<file path="src/rtl/enms_pkg.sv">
`timescale 1ns / 1ps

package enms_pkg;

    // Sizes of the pixel stream and of the line storage
    localparam int MAX_WIDTH  = 2048;
    localparam int MAX_HEIGHT = 4096;
    localparam int MAG_BITS   = 11;
    localparam int GRAD_BITS  = 11;

    localparam int COL_BITS = $clog2(MAX_WIDTH);
    localparam int ROW_BITS = $clog2(MAX_HEIGHT);
    localparam int W_BITS   = 12;
    localparam int H_BITS   = 13;

    // Cross-multiplication widths
    localparam int PROD_BITS = GRAD_BITS + MAG_BITS;
    localparam int SUM_BITS  = PROD_BITS + 1;

    // Result queue
    localparam int FIFO_DEPTH    = 8;
    localparam int FIFO_PTR_BITS = $clog2(FIFO_DEPTH);
    localparam int CREDIT_BITS   = $clog2(FIFO_DEPTH + 1);

    // Configuration port
    localparam int CFG_DATA_BITS = 13;

    typedef logic [MAG_BITS-1:0]         t_mag;
    typedef logic signed [GRAD_BITS-1:0] t_grad;
    typedef logic [GRAD_BITS-1:0]        t_axis;
    typedef logic [COL_BITS-1:0]         t_col;
    typedef logic [ROW_BITS-1:0]         t_row;
    typedef logic [W_BITS-1:0]           t_width;
    typedef logic [H_BITS-1:0]           t_height;
    typedef logic [PROD_BITS-1:0]        t_prod;
    typedef logic [SUM_BITS-1:0]         t_sum;

    localparam t_width  WIDTH_MIN    = W_BITS'(3);
    localparam t_width  WIDTH_MAX    = W_BITS'(MAX_WIDTH);
    localparam t_width  WIDTH_RESET  = W_BITS'(640);
    localparam t_height HEIGHT_MIN   = H_BITS'(3);
    localparam t_height HEIGHT_MAX   = H_BITS'(MAX_HEIGHT);
    localparam t_height HEIGHT_RESET = H_BITS'(480);

    typedef enum logic {
        REG_IMAGE_WIDTH  = 1'b0,
        REG_IMAGE_HEIGHT = 1'b1
    } t_reg_index;

    // Centre pixel with its window, handed from the line buffer to the decision pipe
    typedef struct packed {
        logic                 live;
        logic                 res_valid;
        logic                 border;
        t_mag [2:0][2:0]      win;
        t_grad                gx;
        t_grad                gy;
    } t_cand;

    // One queued output request
    typedef struct packed {
        t_mag magnitude;
        logic res_valid;
    } t_result;

endpackage

</file>
<file path="src/rtl/enms_decide.sv">
`timescale 1ns / 1ps

module enms_decide import enms_pkg::*; (
    input  logic    i_clk,
    input  logic    i_rst_n,
    input  t_cand   i_cand,
    output logic    o_push,
    output t_result o_res
);

    // Stage 2: axis choice and neighbor selection
    logic  r2_v;
    logic  r2_res_valid;
    logic  r2_keep;
    t_axis r2_major;
    t_axis r2_minor;
    t_axis r2_diff;
    t_mag  r2_m;
    t_mag  r2_v1, r2_v2, r2_v3, r2_v4;

    // Stage 3: products
    logic  r3_v;
    logic  r3_res_valid;
    logic  r3_keep;
    t_mag  r3_m;
    t_prod r3_lhs;
    t_prod r3_p1, r3_p2, r3_p3, r3_p4;

    t_axis major, minor;
    t_mag  v1, v2, v3, v4;
    t_sum  rhs_a, rhs_b;

    always_comb begin
        t_grad gx;
        t_grad gy;
        t_axis ax;
        t_axis ay;
        logic  same;
        gx   = i_cand.gx;
        gy   = i_cand.gy;
        ax   = t_axis'(gx < 0 ? -gx : gx);
        ay   = t_axis'(gy < 0 ? -gy : gy);
        same = ((gx > 0) && (gy > 0)) || ((gx < 0) && (gy < 0));
        if (ay > ax) begin
            major = ay;
            minor = ax;
            v2    = i_cand.win[0][1];
            v4    = i_cand.win[2][1];
            v1    = same ? i_cand.win[0][0] : i_cand.win[0][2];
            v3    = same ? i_cand.win[2][2] : i_cand.win[2][0];
        end else begin
            major = ax;
            minor = ay;
            // no gradient at all: unit weight on the diagonal pair
            if (ax == '0) begin
                major = t_axis'(1);
                minor = t_axis'(1);
            end
            v2 = i_cand.win[1][2];
            v4 = i_cand.win[1][0];
            v1 = same ? i_cand.win[2][2] : i_cand.win[0][2];
            v3 = same ? i_cand.win[0][0] : i_cand.win[2][0];
        end
    end

    always_ff @(posedge i_clk) begin
        if (!i_rst_n) begin
            r2_v <= 1'b0;
            r3_v <= 1'b0;
        end else begin
            r2_v <= i_cand.live;
            r3_v <= r2_v;
        end
    end

    always_ff @(posedge i_clk) begin
        r2_res_valid <= i_cand.res_valid;
        r2_keep      <= i_cand.res_valid && !i_cand.border && (i_cand.win[1][1] != '0);
        r2_major     <= major;
        r2_minor     <= minor;
        r2_diff      <= major - minor;
        r2_m         <= i_cand.win[1][1];
        r2_v1        <= v1;
        r2_v2        <= v2;
        r2_v3        <= v3;
        r2_v4        <= v4;

        r3_res_valid <= r2_res_valid;
        r3_keep      <= r2_keep;
        r3_m         <= r2_m;
        r3_lhs       <= PROD_BITS'(r2_major) * PROD_BITS'(r2_m);
        r3_p1        <= PROD_BITS'(r2_minor) * PROD_BITS'(r2_v1);
        r3_p2        <= PROD_BITS'(r2_diff)  * PROD_BITS'(r2_v2);
        r3_p3        <= PROD_BITS'(r2_minor) * PROD_BITS'(r2_v3);
        r3_p4        <= PROD_BITS'(r2_diff)  * PROD_BITS'(r2_v4);
    end

    // Centre must reach both interpolated neighbors
    always_comb begin
        rhs_a = SUM_BITS'(r3_p1) + SUM_BITS'(r3_p2);
        rhs_b = SUM_BITS'(r3_p3) + SUM_BITS'(r3_p4);
        o_push          = r3_v;
        o_res.res_valid = r3_res_valid;
        o_res.magnitude = (r3_keep && (SUM_BITS'(r3_lhs) >= rhs_a)
                          && (SUM_BITS'(r3_lhs) >= rhs_b)) ? r3_m : '0;
    end

endmodule

</file>
<file path="config.mk">
export PLATFORM = sky130hd
export DESIGN_NAME = enms_decide
export DESIGN_NICKNAME = d
export VERILOG_FILES = /design/src/rtl/enms_pkg.sv /design/src/rtl/enms_decide.sv
export SDC_FILE = /design/constraint.sdc
export NUM_CORES = 2
export LEC_CHECK = 0
export ABC_AREA = 1
export BUFFER_PORTS_ARGS = -buffer_cell sky130_fd_sc_hd__buf_2
export CAP_MARGIN = 20
export CORE_MARGIN = 1
export CORE_UTILIZATION = 45
export DETAILED_ROUTE_END_ITERATION = 10
export GPL_ROUTABILITY_DRIVEN = 1
export PLACE_DENSITY_LB_ADDON = 0.08
export SLEW_MARGIN = 20
export SYNTH_ARGS = -nofsm -noshare
export SYNTH_HDL_FRONTEND = slang
export SYNTH_SLANG_ARGS = --single-unit
</file>
<file path="constraint.sdc">
create_clock -name i_clk -period 6.4 [get_ports i_clk]
set_input_delay 0.64 -clock i_clk [delete_from_list [all_inputs] [get_ports i_clk]]
set_output_delay 0.64 -clock i_clk [all_outputs]
set_load 0.02 [all_outputs]
</file>
# After elaboration in Yosys (flattened, before gate mapping)
# Index checks and enable logic that the tools add are counted.
# totals
regBits,215
n_memories,0
wordCells,62
out_inout_bits,13
rom_bits,0
latch_bits,0
mem_bits_rw,0
# op_classes
div_mod_pow,0
reduce_logical,10
bitwise,0
eq_ne,0
mux,15
n_addsub,5
magnitude_cmp,7
shifts,0
multipliers,5
# ops
op,count
$mux W11,15
$mul A11 B11 Y22,5
$add A22 B22 Y23,2
$ge A22 B23 Y1,2
$gt A11 B1 Y1 const B,2
$lt A11 B1 Y1 const B,2
$neg A11 Y11,2
$gt A11 B11 Y1,1
$logic_not A11 Y1,1
$reduce_bool A11 Y1,1
$sub A11 B11 Y11,1
$logic_and A1 B1 Y1,6
$logic_not A1 Y1,1
$logic_or A1 B1 Y1,1

# Longest topological paths before layout
# depth
ltp_word,6
depth_mapped,34
mapped_depth_nobuf,33

# Least setup slack after synthesis
# Ideal clock, no wire load.
# synth_path
kind,reg-to-reg
from,register r2_m[2]
to,register r3_lhs[19]
setup_ns,0.072
synth_period_minus_slack_ns,4.753
arrival_ns,4.682
required_time_ns,6.328
path_slack_ns,1.647
stages_incl_launch_ff,21
path_cell_list,dfxtp_1 > clkbuf_1 > nand2_1 > fa_1 > inv_1 > fa_1 > fa_1 > fa_1 > inv_1 > fa_1 > inv_1 > ha_1 > nand2_1 > nor3_1 > nand2_1 > nand3_1 > nand3_1 > o21ai_1 > a21oi_1 > o21ai_1 > xor2_1
# synth_via
elab_chain_len,1
# synth_lines
element,line,rtl
start: declaration,enms_decide.sv:18,t_mag r2_m;
start signal: assignment,enms_decide.sv:82,r2_m <= i_cand.win[1][1];
$mul A11 B11 Y22,enms_decide.sv:91,r3_lhs <= PROD_BITS'(r2_major) * PROD_BITS'(r2_m);
end signal: assignment,enms_decide.sv:91,
end: declaration,enms_decide.sv:26,t_prod r3_lhs;
# Every way passes these cells.
# A chain may end at the register's enable or synchronous reset.

# Worst setup path in the final report
# layout_path
from,register r2_major[4]
to,register r3_lhs[19]
# layout_via
elab_chain_len,1
# layout_lines
element,line,rtl
start: declaration,enms_decide.sv:15,t_axis r2_major;
start signal: assignment,enms_decide.sv:79,r2_major <= major;
$mul A11 B11 Y22,enms_decide.sv:91,
# Every way passes these cells.

==> results.json <==
{
  "result_of_the_run": "finished, final reports clean",
  "final_layout_size_suffix_gt1_frac": 0.0619,
  "post-synth-top-area-cell": "fa_1",
  "globalRouteTotalUtil": 0.227,
  "routed_wire_length_per_instance_um": 15.0,
  "timing.critical_path.arrival_ns": 6.11,
  "max_slew.worst_pin.slew_ns": 0.968,
  "gp_congestion": 0.928,
  "multi_input_area_sq_mm": 0.0216,
  "route.vias.total": 23854,
  "netlist_top_cells_area": "fa_1 (27%), ha_1 (17%), dfxtp_1 (14%)",
  "placement.io_buffers": 138,
  "met3_usage": 0.0186,
  "cp.required_ns": 6.89,
  "grt_pass1_vias": 24133,
  "grt_first_pass_wirelength_mm": 124,
  "die_area_sq_mm": 0.0687,
  "period_share": 0.877,
  "drt_wl_total_mm": 74.7,
  "cts_resized": 0,
  "endpoint_kind": "register",
  "ys_async_sr_fraction": 0,
  "cts_hold_repair.buffers": 0,
  "crit_fanout": 11,
  "synth_seq_area_share": 0.141,
  "yosys.cell_count.top_type": "inv_1",
  "grt_antenna_before_repair": 0,
  "syn_avg_cell_area_sq_um": 7.60,
  "detail_route.iter0.violations": 1064,
  "final_antenna_net_count": 0,
  "met2_usage": 0.387,
  "fill_cells": 6748,
  "mappedNetlistNets": 4944,
  "drcViolationCount": 0,
  "cts.sink_count": 215,
  "dp_hpwl_mm": 63.2,
  "timing.max_slew.rel_slack": 0.354,
  "synth_top_cell_area_share": 0.265,
  "synth_seq_cells": 215,
  "setup.worst_path.class": "reg -> reg",
  "synthesis.yosys.warnings": 0,
  "floorplan.initialDensity": 0.459,
  "finalClockSkew_ns": 0.0247,
  "post_layout_minimum_cycle_time_ns": 5.62,
  "global_route.overflow_total": 0,
  "post_synth_instance_area_sq_mm": 0.0304,
  "floorplan_die_height_um": 262,
  "grt.met1_usage": 0.317,
  "clkLatencyLatePin_ns": 0.57,
  "critical_path.startpoint_type": "register",
  "core_area_sq_mm": 0.0663,
  "rsz0062_at_grt": "false",
  "yosys-top-cells-count": "inv_1 (1049), nand2_1 (1010), ha_1 (410), fa_1 (403), dfxtp_1 (215)",
  "top_usage_layer": "met2",
  "cts_tree": "built",
  "grt_start_max_net_pins": 47,
  "cts.path.max_buffers": 3,
  "ys_types": 45,
  "numCtsBuffers": 28,
  "chipWidth_um": 262,
  "slew_viol_final": 0,
  "setup_violations": 0,
  "clk_pin_slew_worst_paths_ns": 0.06,
  "firstDrtPassIters": 5,
  "timing.fmax_ghz": 0.178,
  "drv_cap": 0,
  "min-delay-path-class": "in -> reg",
  "root_buffer": "clkbuf_16",
  "ctsHtreeMaxLevel": 1,
  "setup_tns_ns": 0,
  "num_io_pins": 139,
  "drt-vias-per-instance": 4.80,
  "timing_hold_violations_final": 0,
  "layout.nets": 5021,
  "synth_edf_count": 0,
  "dominantRegCellSynth": "dfxtp_1",
  "area.sequential_sq_mm": 0.00430,
  "fp-row-count": 94,
  "postSynthCellCount": 4005,
  "post_cts_buffers": 0,
  "syn_to_final_growth_pct": 8.45
}
==> stage by stage <==
step	utilization	worst slack (ns)	hold WS, ns	std cells	cell area, sq um
after global placement	0.482	0.791	0.312	4916	32000
after global routing	0.498	0.305	0.165	4968	33000
after floorplan	-	1.65	0.310	4005	30400
after CTS	0.498	0.738	0.162	4968	33000
after detailed placement	0.482	0.793	0.316	4916	32000
final	0.498	0.785	0.183	4970	33000
==> per-layer routing <==
metal / share of wire / up-vias
li1: - / 12069
met1: 0.48 / 11346
met2: 0.47 / 369
met3: 0.035 / 70
met4: 0.017 / 0
met5: 0 / -
==> worst paths after layout <==
| path | start | end | slack [ns] | depth (start not counted) |
|---|---|---|---|---|
| worst max-delay path | r2_major[4]$_DFF_P_ | r3_lhs[19]$_DFF_P_ | 0.78 | 19 |
| worst min-delay path | i_cand[74] | r2_m[8]$_DFF_P_ | 0.18 | 1 |
| worst max register to register | r2_major[4]$_DFF_P_ | r3_lhs[19]$_DFF_P_ | 0.78 | 19 |
| worst min register to register | r2_res_valid$_DFF_P_ | r3_res_valid$_DFF_P_ | 0.33 | 0 |
==> state kept, by name, summed over array words and instances (netlist names), 11 cells and up <==
signal    cells
r2_minor     11
r3_p1        22
r3_p2        22
r2_v1        11
r2_major     11
r2_v4        11
r2_m         11
r3_lhs       22
r2_diff      11
r2_v2        11
r3_p3        22
r2_v3        11
r3_p4        22
r3_m         11
==> placed cells by master (no fill, tap or decap), types with 6 or more instances in the layout <==
cell type / netlist / routed
a211oi_1: 6 / 6
a21boi_0: 6 / 6
a21o_1: 10 / 10
a21oi_1: 170 / 170
a31oi_1: 13 / 13
buf_2: 10 / 138
buf_4: 2 / 39
clkbuf_16: 0 / 29
dfxtp_1: 215 / 215
fa_1: 403 / 403
ha_1: 410 / 410
inv_1: 1049 / 1049
inv_2: 6 / 6
nand2_1: 1010 / 1010
nand3_1: 76 / 76
nand4_1: 16 / 16
nor2_1: 117 / 117
nor3_1: 20 / 20
nor4_1: 11 / 11
o211ai_1: 11 / 11
o21a_1: 8 / 8
o21ai_0: 96 / 96
o21ai_1: 17 / 17
o21ai_2: 11 / 11
o21bai_1: 11 / 11
o31ai_1: 8 / 8
xnor2_1: 52 / 52
xor2_1: 100 / 100
==> cell families (layout without fill, tap and decap cells) <==
logic type                 count (synthesis)  after routing  share of synthesized area
adders and majority gates                813            813                      0.434
AOI/OAI and AO/OA                        374            374                     0.0695
buffers and inverters                   1186           1285                      0.148
and+or+nand+nor                         1265           1265                      0.164
xor gates and xnor gates                 152            152                     0.0437
other                                      0              2                          0
DFF                                      215            215                      0.141
==> final cells by class <==
| type | instances | share of cell area |
|---|---|---|
| Inverter | 1056 | 0.120 |
| Timing Repair Buffer | 177 | 0.0298 |
| Clock buffer | 33 | 0.0236 |
| Clock inverter | 19 | 0.00792 |
| Multi-Input combinational cell | 2604 | 0.655 |
| Tap cell | 864 | 0.0327 |
| Sequential cell | 215 | 0.130 |
| Antenna cell | 2 | 0.000152 |
==> critical path: stages (launching register included) <==
cell and delay (ns):
dfxtp_1 0.84, nand2_1 0.16, fa_1 0.54, inv_1 0.05, fa_1 0.40, fa_1 0.47, fa_1 0.56, inv_1 0.06
fa_1 0.48, inv_1 0.04, ha_1 0.39, nand2_1 0.08, nor3_1 0.31, nand2_1 0.09, nand3_1 0.13, nand3_1 0.11
o21ai_1 0.30, a21oi_1 0.16, o21ai_1 0.18, xor2_1 0.16
Power is left out: the tool's default activity adds up to more than one toggle a clock period on the data nets, which glitch-free logic cannot reach.
