===== config.mk =====
export PLATFORM = sky130hd
export DESIGN_NAME = enms_fifo
export DESIGN_NICKNAME = d
export VERILOG_FILES = /design/src/rtl/enms_pkg.sv /design/src/rtl/enms_fifo.sv
export SDC_FILE = /design/constraint.sdc
export NUM_CORES = 1
export LEC_CHECK = 0
export BUFFER_PORTS_ARGS = -buffer_cell sky130_fd_sc_hd__buf_2
export CORE_MARGIN = 3
export CORE_UTILIZATION = 54
export CTS_CLUSTER_DIAMETER = 80
export DETAILED_ROUTE_END_ITERATION = 16
export PLACE_DENSITY = 0.75
export SLEW_MARGIN = 20
export SYNTH_ARGS = -nofsm -noshare
export SYNTH_HDL_FRONTEND = slang
export SYNTH_SLANG_ARGS = --single-unit

===== constraint.sdc =====
create_clock -name i_clk -period 1.6 [get_ports i_clk]
set_input_delay 0.16 -clock i_clk [delete_from_list [all_inputs] [get_ports i_clk]]
set_output_delay 0.16 -clock i_clk [all_outputs]
set_load 0.03 [all_outputs]

===== src/rtl/enms_pkg.sv =====
`timescale 1ns / 1ps

package enms_pkg;

    // Sizes of the pixel stream and of the line storage
    localparam int MAX_WIDTH  = 2048;
    localparam int MAX_HEIGHT = 4096;
    localparam int MAG_BITS   = 11;
    localparam int GRAD_BITS  = 11;

    localparam int COL_BITS = $clog2(MAX_WIDTH);
    localparam int ROW_BITS = $clog2(MAX_HEIGHT);
    localparam int W_BITS   = 12;
    localparam int H_BITS   = 13;

    // Cross-multiplication widths
    localparam int PROD_BITS = GRAD_BITS + MAG_BITS;
    localparam int SUM_BITS  = PROD_BITS + 1;

    // Result queue
    localparam int FIFO_DEPTH    = 8;
    localparam int FIFO_PTR_BITS = $clog2(FIFO_DEPTH);
    localparam int CREDIT_BITS   = $clog2(FIFO_DEPTH + 1);

    // Configuration port
    localparam int CFG_DATA_BITS = 13;

    typedef logic [MAG_BITS-1:0]         t_mag;
    typedef logic signed [GRAD_BITS-1:0] t_grad;
    typedef logic [GRAD_BITS-1:0]        t_axis;
    typedef logic [COL_BITS-1:0]         t_col;
    typedef logic [ROW_BITS-1:0]         t_row;
    typedef logic [W_BITS-1:0]           t_width;
    typedef logic [H_BITS-1:0]           t_height;
    typedef logic [PROD_BITS-1:0]        t_prod;
    typedef logic [SUM_BITS-1:0]         t_sum;

    localparam t_width  WIDTH_MIN    = W_BITS'(3);
    localparam t_width  WIDTH_MAX    = W_BITS'(MAX_WIDTH);
    localparam t_width  WIDTH_RESET  = W_BITS'(640);
    localparam t_height HEIGHT_MIN   = H_BITS'(3);
    localparam t_height HEIGHT_MAX   = H_BITS'(MAX_HEIGHT);
    localparam t_height HEIGHT_RESET = H_BITS'(480);

    typedef enum logic {
        REG_IMAGE_WIDTH  = 1'b0,
        REG_IMAGE_HEIGHT = 1'b1
    } t_reg_index;

    // Centre pixel with its window, handed from the line buffer to the decision pipe
    typedef struct packed {
        logic                 live;
        logic                 res_valid;
        logic                 border;
        t_mag [2:0][2:0]      win;
        t_grad                gx;
        t_grad                gy;
    } t_cand;

    // One queued output request
    typedef struct packed {
        t_mag magnitude;
        logic res_valid;
    } t_result;

endpackage


===== src/rtl/enms_fifo.sv =====
`timescale 1ns / 1ps

module enms_fifo import enms_pkg::*; (
    input  logic    i_clk,
    input  logic    i_rst_n,
    input  logic    i_push,
    input  t_result i_data,
    input  logic    i_pop,
    output logic    o_valid,
    output t_result o_data
);

    t_result                r_mem [FIFO_DEPTH];
    logic [FIFO_PTR_BITS-1:0] r_wr_ptr;
    logic [FIFO_PTR_BITS-1:0] r_rd_ptr;
    logic [CREDIT_BITS-1:0]   r_count;

    // Pointers and fill level
    always_ff @(posedge i_clk) begin
        if (!i_rst_n) begin
            r_wr_ptr <= '0;
            r_rd_ptr <= '0;
            r_count  <= '0;
        end else begin
            if (i_push) begin
                r_wr_ptr <= r_wr_ptr + 1'b1;
            end
            if (i_pop) begin
                r_rd_ptr <= r_rd_ptr + 1'b1;
            end
            r_count <= r_count + CREDIT_BITS'(i_push) - CREDIT_BITS'(i_pop);
        end
    end

    always_ff @(posedge i_clk) begin
        if (i_push) begin
            r_mem[r_wr_ptr] <= i_data;
        end
    end

    assign o_valid = (r_count != '0);
    assign o_data  = r_mem[r_rd_ptr];

endmodule


Word-level counts from Yosys, hierarchy flattened:

Memories as Yosys holds them, arrays and structs flattened. A register that Yosys moved wholly into a read port is not among the register bits.
Cells that the tools add are included.

* $add $sub $neg: 4
* muxes and demuxes: 4
* reductions and logical operators: 1

Operators by type and width (count)
* 3-bit by 1-bit adder with 3-bit output (second input constant): 2
* 3-bit 2-to-1 mux: 2
* 4-bit by 1-bit adder with 4-bit output: 1
* 4-bit nonzero test: 1
* 4-bit by 1-bit subtractor with 4-bit output: 1
* 1-bit 2-to-1 mux: 2

* register bits: 10
* bits in writable memories: 96
* word-level logic and storage cells: 13
* memories kept: 1

Memory list
* r_mem: depth 8, width 12, read ports 1, clocked after Yosys merged registers in 1, write ports 1, line enms_fifo.sv:13 `t_result r_mem [FIFO_DEPTH];`

Logic depth before layout (Yosys ltp):

Gate-level depths: netlist of run 1.

* depth in word-level cells: 3
* mapped depth: 8
* depth with buffers taken out: 8

Least setup slack after synthesis of run 1:

OpenSTA, ideal clock, no wires.

* path type: register to register
* start point: reg r_wr_ptr[2]
* end point: mem r_mem[0][0] (netlist bit), enable pin
* library setup time: 0.396 ns
* arrival: 1.361 ns
* required time: 1.204 ns
* slack: -0.157 ns
* stages on the path, launching flop included: 3
* buffers on the path: 0
* clock period less this slack: 1.757 ns
* cells stage by stage: dfxtp_1 > nand2b_1 > nor3_1

RTL lines
* start: declaration: line enms_fifo.sv:14 `logic [FIFO_PTR_BITS-1:0] r_wr_ptr;`
* start signal: assignment: line enms_fifo.sv:26 `r_wr_ptr <= r_wr_ptr + 1'b1;`
* end: declaration: line enms_fifo.sv:13

No word-level cell before the write port.

==> reports/metrics.yaml, run 1 <==
hold_path:
  worstHoldPathType: "in2reg"
  min_to: "r_mem[4][4]$_DFFE_PP_"
  holdPathStages: 1
  hold_start: "i_data[4]"
route:
  vias_per_cell: 5.58
  drtIter0Drc: 172
  num_vias: 2016
  drt.antenna.violating_nets: 0
  detail_route.wl_per_cell_um: 21.2
  dr.pass1.iters: 4
  drc: 0
  drt_wl_total_um: 7660
grt:
  grt_pass1_vias: 2099
  grt_max_degree: 25
  grt-ovfl-total: 0
  track_usage: 0.186
  antenna_found_initial: 0
  grt_pass1_wl_um: 11900
logic_synthesis:
  synth_top_family_by_area: "multiplexers"
  synthTopCellsByArea: "edfxtp_1 67%, mux4_1 13%, dfxtp_1 6.0%"
  synth_top_area_cell: "edfxtp_1"
  netlist-cell-type-count: 23
  synth.ff_latch_count: 109
  synth_simple_gate_area_frac: 0.0333
  synth_edf_count: 96
  yosys_warnings: 0
  synth.area.mux_share: 0.182
  ys_seq_area_frac: 0.728
  syn_area_per_cell_um2: 21.0
  synth_common_cells: "96 x edfxtp_1, 21 x mux4_1, 13 x dfxtp_1"
  syn-instance-count: 206
  synth.net_count: 230
  synthArstFlopShare: 0
  synth_area_um2: 4320
  yosysMostFrequentCell: "edfxtp_1"
  synthDominantCellAreaShare: 0.668
  synth_flop_cell: "edfxtp_1"
  synth-compound-area-share: 0.00290
  synthAdderAreaFrac: 0.0249
  synth-xor-area-share: 0.0101
power:
  total_power_w: 0.00583
  clock_power_share: 0.271
  seqPwrFrac: 0.559
  vdd_drop_max_uv: 688
  comb_power_share: 0.170
  powerDensity_nw_per_um2: 1150
  switching_share: 0.239
  p_switching_w: 0.00139
  p_leak_nw: 1.74
  intPower_w: 0.00444
final_layout:
  syn_to_final_growth_pct: 17.2
  drive_above_1_share: 0.412
  multiInputGateArea_um2: 1100
  seq_area_um2: 3150
  n_antenna_cell: 0
  fillCellCount: 482
  finalNetCount: 281
sta:
  worst_pin_slew_ns: 0.282
  hold_violations: 0
  slew_headroom: 0.812
  fin_ws_ns: -0.466
  post-route-period-util: 1.29
  skew_ns: 0.00803
  rsz0062_at_grt: "yes"
  finalSetupViolations: 12
  final-max-slew-violation-count: 0
  fmax_ghz: 0.484
  min_period_ns: 2.07
  finalSetupTns_ns: -5.36
floorplanning:
  pin_count: 29
  die_area_um2: 9100
  die-height_um: 95.4
  die_x_um: 95.4
  initial_utilization: 0.577
  row_count: 31
  core_region_area_um2: 7490
critical_path:
  crit_type: "reg2out"
  cp.required_ns: 1.44
  rr_startpoint: "r_count[0]$_SDFF_PN0_"
  crit_path_end_kind: "primary output"
  rrSetupSlack_ns: 0.06
  arrival_ns: 1.91
  critPathMaxFanout: 5
  r2r-end: "r_count[2]$_SDFF_PN0_"
  reg2reg_depth: 8
  cp-start-kind: "register"
clocking:
  path_clk_slew_ns: 0.09
  tritoncts: "built"
  cts_sinks: 109
  clk_latency_ns: 0.35
  clockBufferDepth: 2
  hold_buffers: 0
  h-tree-depth: 3
  cts-root-buf: "clkbuf_8"
  cts_buffers: 9
placement:
  dp_hpwl_um: 4040
  post-place-ws_ns: -0.159
  gp_congestion: 0.695
  io_buffers: 28
job:
  cap_violations: 0
run_status:
  violations: "setup timing"
  status: "finished, violations left"
metrics by stage:
| stage | cell area (um^2) | hold slack, ns | utilization | cells |
|---|---|---|---|---|
| finish | 5060 | 0.0684 | 0.676 | 361 |
| global route | 5060 | 0.0691 | 0.676 | 361 |
| CTS | 5050 | 0.0581 | 0.674 | 361 |
| detailed placement | 4730 | 0.434 | 0.632 | 339 |
| global placement | 4730 | 0.424 | 0.632 | 339 |
| floorplan | 4360 | 0.259 | - | 206 |
layout by cell type, fill, tap and decap left out, drive strengths merged:
| master | Yosys | layout |
|---|---|---|
| nor3 | 2 | 2 |
| nand2b | 4 | 4 |
| inv | 7 | 8 |
| edfxtp | 96 | 96 |
| ha | 7 | 7 |
| bufinv | 0 | 1 |
| nand3 | 1 | 1 |
| buf | 5 | 48 |
| mux2i | 3 | 3 |
| clkbuf | 3 | 9 |
| xnor2 | 3 | 3 |
| mux2 | 12 | 12 |
| mux4 | 24 | 24 |
| nand2 | 5 | 5 |
| xor2 | 2 | 2 |
| a21oi | 1 | 1 |
| clkinv | 0 | 5 |
| dfxtp | 13 | 13 |
| a21o | 1 | 1 |
| and2 | 7 | 7 |
| fa | 1 | 1 |
| nor2 | 6 | 6 |
| nor2b | 3 | 3 |
sequential cells by signal, summed over array words and instances (netlist names), named ones only:
signal / count
r_count: 4
r_mem: 96
r_rd_ptr: 3
r_wr_ptr: 3
worst max path at each step:
stage,cells past startpoint,from,end
after CTS,5,register,o_data[5]
after global placement,4,register,o_data[5]
after floorplan,4,register,o_data[10]
after detailed placement,4,register,o_data[9]
final,5,register,o_data[1]
after global routing,5,register,o_data[9]
layer usage:
metal	track usage	vias to the layer above	share of wire
li1	-	909	-
met1	0.267	1038	0.43
met2	0.294	63	0.51
met3	0.0395	6	0.059
met4	0.0498	0	0.0077
met5	0	-	0
area by class of cell:
class	count	share of cell area
Clock buffer	9	0.0245
Clock inverter	7	0.0129
Inverter	7	0.00520
Multi-Input combinational cell	82	0.217
Sequential cell	109	0.622
Tap cell	99	0.0245
Timing Repair Buffer	48	0.0938
worst max-delay path, cell delays in order, from the launching register on:
cell	delay, ns
dfxtp_4	0.38
buf_6	0.13
buf_16	0.13
mux4_2	0.50
mux2_4	0.27
buf_6	0.14
power by group through the flow:
stage / combinational (W) / sequential (W) / clock [W]
after CTS: 0.000991 / 0.00326 / 0.00161
final: 0.000994 / 0.00326 / 0.00158
after detailed placement: 0.000826 / 0.00331 / 0
after global routing: 0.00109 / 0.00327 / 0.00172
after global placement: 0.000804 / 0.00331 / 0
after floorplan: 0.000604 / 0.00330 / 0
kinds of logic after synthesis:
family	Yosys count
AOI/OAI and AO/OA	2
xor gates and xnor gates	5
adders and majority gates	8
buffers and inverters	15
DFF	109
muxes	39
and+or+nand+nor	28
repair_timing:
action,CTS,global route
setup endpoints to repair,13,15
resized for setup,57,8
cloned,3,0
buffers inserted,3,1
pin swaps,0,3
No activity file was read; power rests on OpenSTA's default activity.
==> inputs of run 2 (changes only) <==
--- a/config.mk
+++ b/config.mk
@@ -7,10 +7,10 @@
 export LEC_CHECK = 0
 export BUFFER_PORTS_ARGS = -buffer_cell sky130_fd_sc_hd__buf_2
 export CORE_MARGIN = 3
-export CORE_UTILIZATION = 54
+export CORE_UTILIZATION = 45
 export CTS_CLUSTER_DIAMETER = 80
 export DETAILED_ROUTE_END_ITERATION = 16
-export PLACE_DENSITY = 0.75
+export SETUP_SLACK_MARGIN = 0.1
 export SLEW_MARGIN = 20
 export SYNTH_ARGS = -nofsm -noshare
 export SYNTH_HDL_FRONTEND = slang
==> constraint.sdc (replaced) <==
create_clock -name i_clk -period 1.6 [get_ports i_clk]
set_input_delay 0.32 -clock i_clk [delete_from_list [all_inputs] [get_ports i_clk]]
set_output_delay 0.32 -clock i_clk [all_outputs]
set_load 0.03 [all_outputs]
==> reports/metrics.yaml, run 2 (synthesis results as in run 1) <==
final_layout:
  finalNetCount: 286  # +1.8%
  largest_register_ffs: 96  # unchanged
  layout_commonest_cell: "edfxtp_1"
  n_antenna_cell: 0  # unchanged
  fillCellCount: 762  # +58%
  regMostFlops: "r_mem"
  final_cells: 396  # +9.7%
  final_util: 0.553  # -0.123
  fin_area_um2: 5130  # +1.4%
  drive_above_1_share: 0.449  # +0.0372
  syn_to_final_growth_pct: 18.8
  largestRegisters: "r_mem: 96 flops, r_count: 4 flops"
  final_cell_mix: "96 x edfxtp_1, 24 x mux4_2, 18 x buf_4"
placement:
  io_buffers: 28  # unchanged
  placed_cells: 376  # +11%
  placed_area_um2: 4820  # +1.9%
  post-place-ws_ns: -0.278  # -0.119 ns
  dp_hpwl_um: 4690  # +16%
  gp_congestion: 0.679  # -2.4%
critical_path:
  arrival_ns: 1.90  # about the same
  critPathMaxFanout: 5  # unchanged
  reg2reg_depth: 8  # unchanged
  crit_path_end_kind: "primary output"
  cp.required_ns: 1.28  # -0.16 ns
  crit_type: "reg2out"
  cp-start-kind: "register"
  rrSetupSlack_ns: 0.05  # about the same
grt:
  grt_max_degree: 25  # unchanged
  antenna_found_initial: 0  # unchanged
  grt-ovfl-total: 0  # unchanged
  track_usage: 0.140  # -0.0453
  grt_pass1_wl_um: 11400  # -4.6%
  grt_pass1_vias: 2046  # -2.5%
power:
  switching_share: 0.253  # +0.0137
  seqPwrFrac: 0.560  # about the same
  vdd_drop_max_uv: 558  # -19%
  clock_power_share: 0.259  # -0.012
  powerDensity_nw_per_um2: 1140  # -1.4%
  p_leak_nw: 1.77  # +1.6%
  comb_power_share: 0.181  # +0.011
  total_power_w: 0.00583  # about the same
  p_switching_w: 0.00148  # +5.8%
  intPower_w: 0.00436  # -1.8%
route:
  drt_wl_total_um: 7590  # -0.97%
  drtIter0Drc: 99  # -42%
  num_vias: 2018  # +0.099%
  vias_per_cell: 5.10  # -8.7%
  drc: 0  # unchanged
  dr.pass1.iters: 4  # unchanged
  drt.antenna.violating_nets: 0  # unchanged
  detail_route.wl_per_cell_um: 19.2  # -9.7%
hold_path:
  worstHoldPathType: "in2reg"
  holdPathStages: 1  # unchanged
floorplanning:
  core_region_area_um2: 9280  # +24%
  die_area_um2: 10800  # +19%
  row_count: 35  # +13%
  pin_count: 29  # unchanged
  die-height_um: 104  # +8.9%
  initial_utilization: 0.465  # -0.112
  die_x_um: 104  # +8.9%
clocking:
  clk_latency_ns: 0.35  # about the same
  path_clk_slew_ns: 0.10  # about the same
  cts_buffers: 9  # unchanged
  clockBufferDepth: 2  # unchanged
  tritoncts: "built"
  h-tree-depth: 3  # unchanged
  cts_sinks: 109  # unchanged
  cts-root-buf: "clkbuf_8"
sta:
  min_period_ns: 2.22  # +0.151 ns
  worst_pin_slew_ns: 0.303  # +0.0209 ns
  post-route-period-util: 1.39  # +0.0944
  final-max-slew-violation-count: 0  # unchanged
  skew_ns: 0.00907  # +0.00104 ns
  slew_headroom: 0.798  # -0.0140
  fin_ws_ns: -0.617  # -0.151 ns
  hold_violations: 0  # unchanged
  fmax_ghz: 0.451  # -6.8%
  rsz0062_at_grt: "yes"
  finalSetupViolations: 12  # unchanged
run_status:
  status: "finished, violations left"
  violations: "setup timing"
job:
  cap_violations: 0  # unchanged
run 2: changes by cell type in the layout (fill, tap and decap cells not counted), sizes merged:
cell	delta
buf	+3
clkinv	-1
bufinv	-1
clkbuf	+2
inv	+2
run 2: what timing repair did:
action	in CTS	in global routing
hold buffers	0	0
gates resized for setup	15	47
endpoints found under the setup margin	15	16
pin swaps	4	2
setup buffers	0	1
cloned	0	3
run 2: worst max-delay path, cell delays in order, from the launching register on:
cell and delay, ns:
dfxtp_4 0.44, clkbuf_16 0.18, mux4_2 0.51, mux2_4 0.28, buf_6 0.14
run 2: area by class of cell:
class                      instances  area [um^2]  share of cell area
tap                              129          161              0.0315
timing repair buffer              53          493              0.0961
multi-input combinational         82         1110               0.217
clock buffer                       9          124              0.0241
clock inverter                     7         58.8              0.0115
sequential                       109         3150               0.614
inverter                           7         28.8             0.00561
run 2: power groups by stage:
stage | sequential [W] | combinational, W | clock (W)
floorplan | 0.00331 | 0.000627 | 0
global placement | 0.00331 | 0.000845 | 0
detailed placement | 0.00332 | 0.000863 | 0
CTS | 0.00325 | 0.000924 | 0.00158
global route | 0.00328 | 0.00114 | 0.00169
finish | 0.00327 | 0.00105 | 0.00151
run 2: path summary, 6_finish.rpt:
check / end / start
worst max-delay path: o_data[10] / register
worst min-delay path: r_mem[7][1]$_DFFE_PP_ / i_data[1]
worst max register to register: r_count[2]$_SDFF_PN0_ / r_count[0]$_SDFF_PN0_
worst min register to register: register / r_rd_ptr[1]$_SDFFE_PN0P_
run 2: per-layer routing:
metal | global-route usage | wire length (um) | vias to the layer above
li1 | - | - | 920
met3 | 0.0348 | 279 | 4
met5 | 0 | 0 | -
met2 | 0.235 | 3850 | 44
met1 | 0.185 | 3420 | 1050
met4 | 0.0370 | 38 | 0
run 2: metrics by stage:
step | setup TNS, ns | hold WS, ns
final | -7.12 | 0.224
after global routing | -7.89 | 0.206
after CTS | -7.84 | 0.200
after detailed placement | -3.13 | 0.564
after global placement | -2.98 | 0.564
after floorplan | -1.43 | 0.419
==> inputs of run 3 (changes only) <==
--- a/config.mk
+++ b/config.mk
@@ -6,10 +6,13 @@
 export NUM_CORES = 1
 export LEC_CHECK = 0
 export BUFFER_PORTS_ARGS = -buffer_cell sky130_fd_sc_hd__buf_2
+export CELL_PAD_IN_SITES_DETAIL_PLACEMENT = 1
+export CELL_PAD_IN_SITES_GLOBAL_PLACEMENT = 1
 export CORE_MARGIN = 3
 export CORE_UTILIZATION = 45
 export CTS_CLUSTER_DIAMETER = 80
 export DETAILED_ROUTE_END_ITERATION = 16
+export PLACE_DENSITY_LB_ADDON = 0.1
 export SETUP_SLACK_MARGIN = 0.1
 export SLEW_MARGIN = 20
 export SYNTH_ARGS = -nofsm -noshare
==> reports/metrics.yaml, run 3 (synthesis results as in run 1) <==
floorplanning:
  die_x_um: 104  # unchanged
  row_count: 35  # unchanged
  core_region_area_um2: 9280  # unchanged
  pin_count: 29  # unchanged
  initial_utilization: 0.465  # unchanged
  die_area_um2: 10800  # unchanged
  die-height_um: 104  # unchanged
critical_path:
  reg2reg_depth: 8  # unchanged
  critPathMaxStageDelay_ns: 0.52  # about the same
  rrSetupSlack_ns: 0.10  # +0.05 ns
  crit_type: "reg2out"
  arrival_ns: 1.93  # +0.03 ns
  slowest_stage: "mux4_2"
  endpoint: "o_data[0]"
  crit_chain: "buf_6 > buf_16 > mux4_2 > mux2_4 > buf_6"
  r2r-end: "r_count[2]$_SDFF_PN0_"
  crit_path_end_kind: "primary output"
  worst_path_most_repeated_cell: "buf_6"
  cp-start-kind: "register"
  cp.required_ns: 1.28  # about the same
  critPathMaxFanout: 8  # +3
  rr_startpoint: "r_count[0]$_SDFF_PN0_"
final_layout:
  regMostFlops: "r_mem"
  drive_above_1_share: 0.434  # -0.0155
  largestRegisters: "r_mem: 96 flops, r_count: 4 flops"
  largest_register_ffs: 96  # unchanged
  finalNetCount: 284  # -0.70%
  fillCellCount: 849  # +11%
  n_antenna_cell: 0  # unchanged
  syn_to_final_growth_pct: 20.1
  final_cell_mix: "96 x edfxtp_1, 24 x mux4_2, 15 x buf_2, 15 x buf_6, 12 x mux2_4"
  seq_area_um2: 3150  # about the same
  layout_commonest_cell: "edfxtp_1"
  multiInputGateArea_um2: 1100  # -1.1%
  final_cells: 394  # -0.51%
  final_util: 0.558  # +0.00579
route:
  detail_route.wl_per_cell_um: 21.3  # +11%
  vias_per_cell: 5.23  # +2.5%
  drtIter0Drc: 131  # +32%
  dr.pass1.iters: 4  # unchanged
  drt.antenna.violating_nets: 0  # unchanged
  num_vias: 2059  # +2.0%
  drt_wl_total_um: 8380  # +10%
  dr.max_layer_used: "met4"
  wl_met2_um: 4330  # +12%
  wl_met3_um: 289  # +3.6%
  drc: 0  # unchanged
  m1WireLength_um: 3710  # +8.4%
sta:
  skew_ns: 0.00940  # +0.000336 ns
  post-route-period-util: 1.41  # +0.0195
  min_period_ns: 2.25  # +0.0313 ns
  slew_headroom: 0.794  # -0.00380
  worst_pin_slew_ns: 0.308  # +0.00444 ns
  hold_violations: 0  # unchanged
  finalSetupViolations: 12  # unchanged
  fmax_ghz: 0.445  # -1.4%
  final-max-slew-violation-count: 0  # unchanged
  fin_ws_ns: -0.649  # -0.0313 ns
  rsz0062_at_grt: "yes"
  whs_ns: 0.226  # +0.00143 ns
placement:
  gp_congestion: 0.802  # +18%
  io_buffers: 28  # unchanged
  placed_cells: 373  # -0.80%
  dp_hpwl_um: 5250  # +12%
power:
  powerDensity_nw_per_um2: 1150  # +1.4%
  intPower_w: 0.00449  # +3.1%
  comb_power_share: 0.178  # -0.003
  p_switching_w: 0.00148  # +0.64%
  seqPwrFrac: 0.546  # -0.014
  switching_share: 0.248  # -0.00461
  vdd_drop_max_uv: 648  # +16%
  p_leak_nw: 1.77  # about the same
  clock_power_share: 0.276  # +0.017
clocking:
  cts_sinks: 109  # unchanged
  clk_latency_ns: 0.36  # about the same
  cts_buffers: 9  # unchanged
  path_clk_slew_ns: 0.10  # about the same
  h-tree-depth: 3  # unchanged
  cts-root-buf: "clkbuf_8"
  tritoncts: "built"
  clockBufferDepth: 2  # unchanged
grt:
  grt_pass1_vias: 2259  # +10%
  track_usage: 0.165  # +0.0249
  antenna_found_initial: 0  # unchanged
  grt-ovfl-total: 0  # unchanged
  grt_max_degree: 25  # unchanged
  grt_pass1_wl_um: 13300  # +17%
run_status:
  status: "finished, violations left"
  violations: "setup timing"
job:
  cap_violations: 0  # unchanged
hold_path:
  worstHoldPathType: "in2reg"
run 3: cell count changes in the layout (fill, tap and decap cells not counted), moves of 2 or more:
cell and change:
buf_4 -8, buf_12 +7, clkbuf_16 -2, clkinv_4 -2
run 3: how the worst min path moves through the flow:
| stage | cells after the start | slack (ns) | from | to |
|---|---|---|---|---|
| floorplan | 0 | 0.42 | i_data[0] | r_mem[0][0]$_DFFE_PP_ |
| global placement | 2 | 0.55 | r_rd_ptr[1]$_SDFFE_PN0P_ | register |
| detailed placement | 2 | 0.56 | r_rd_ptr[1]$_SDFFE_PN0P_ | register |
| CTS | 1 | 0.22 | i_data[4] | r_mem[0][4]$_DFFE_PP_ |
| global route | 1 | 0.22 | i_data[4] | r_mem[2][4]$_DFFE_PP_ |
| finish | 1 | 0.23 | i_data[4] | r_mem[2][4]$_DFFE_PP_ |
run 3: final cells by class:
class | count | area share
clock buffers | 9 | 0.0239
clock inverters | 7 | 0.0140
inverters | 7 | 0.00555
multi-input cells | 82 | 0.213
flip-flops and latches | 109 | 0.607
well taps | 129 | 0.0311
repair buffers | 51 | 0.105
run 3: metrics by stage:
step,setup slack [ns],TNS (ns),instance area [um^2],power (W)
detailed placement,-0.321,-3.43,4870,0.00422
floorplan,-0.145,-1.43,4380,0.00393
finish,-0.649,-7.44,5180,0.00598
global placement,-0.272,-3.03,4870,0.00416
global route,-0.700,-8.16,5180,0.00625
CTS,-0.654,-7.61,5170,0.00600
run 3: critical path, delay by kind of cell, from the launching register on:
kind | cells | cell delay [ns]
multiplexers | 2 | 0.80
buffers and inverters | 3 | 0.39
flip-flops | 1 | 0.38
run 3: repair_timing:
item / 4_1_cts / 5_1_grt
pin swaps: 1 / 2
resized for setup: 48 / 5
hold endpoints to repair: 0 / 0
setup buffers: 4 / 0
gates cloned: 1 / 0
endpoints found under the setup margin: 15 / 15
hold buffers: 0 / 0
run 3: routing by layer:
layer | up-vias | GRT usage
li1 | 921 | -
met1 | 1094 | 0.221
met2 | 37 | 0.279
met3 | 7 | 0.0354
met4 | 0 | 0.0399
met5 | - | 0
run 3: power groups by stage:
stage	Combinational, W	Sequential, W	Clock, W
floorplan	0.000627	0.00331	0
global placement	0.000847	0.00331	0
detailed placement	0.000901	0.00332	0
CTS	0.00106	0.00326	0.00168
global route	0.00116	0.00327	0.00182
finish	0.00107	0.00326	0.00165
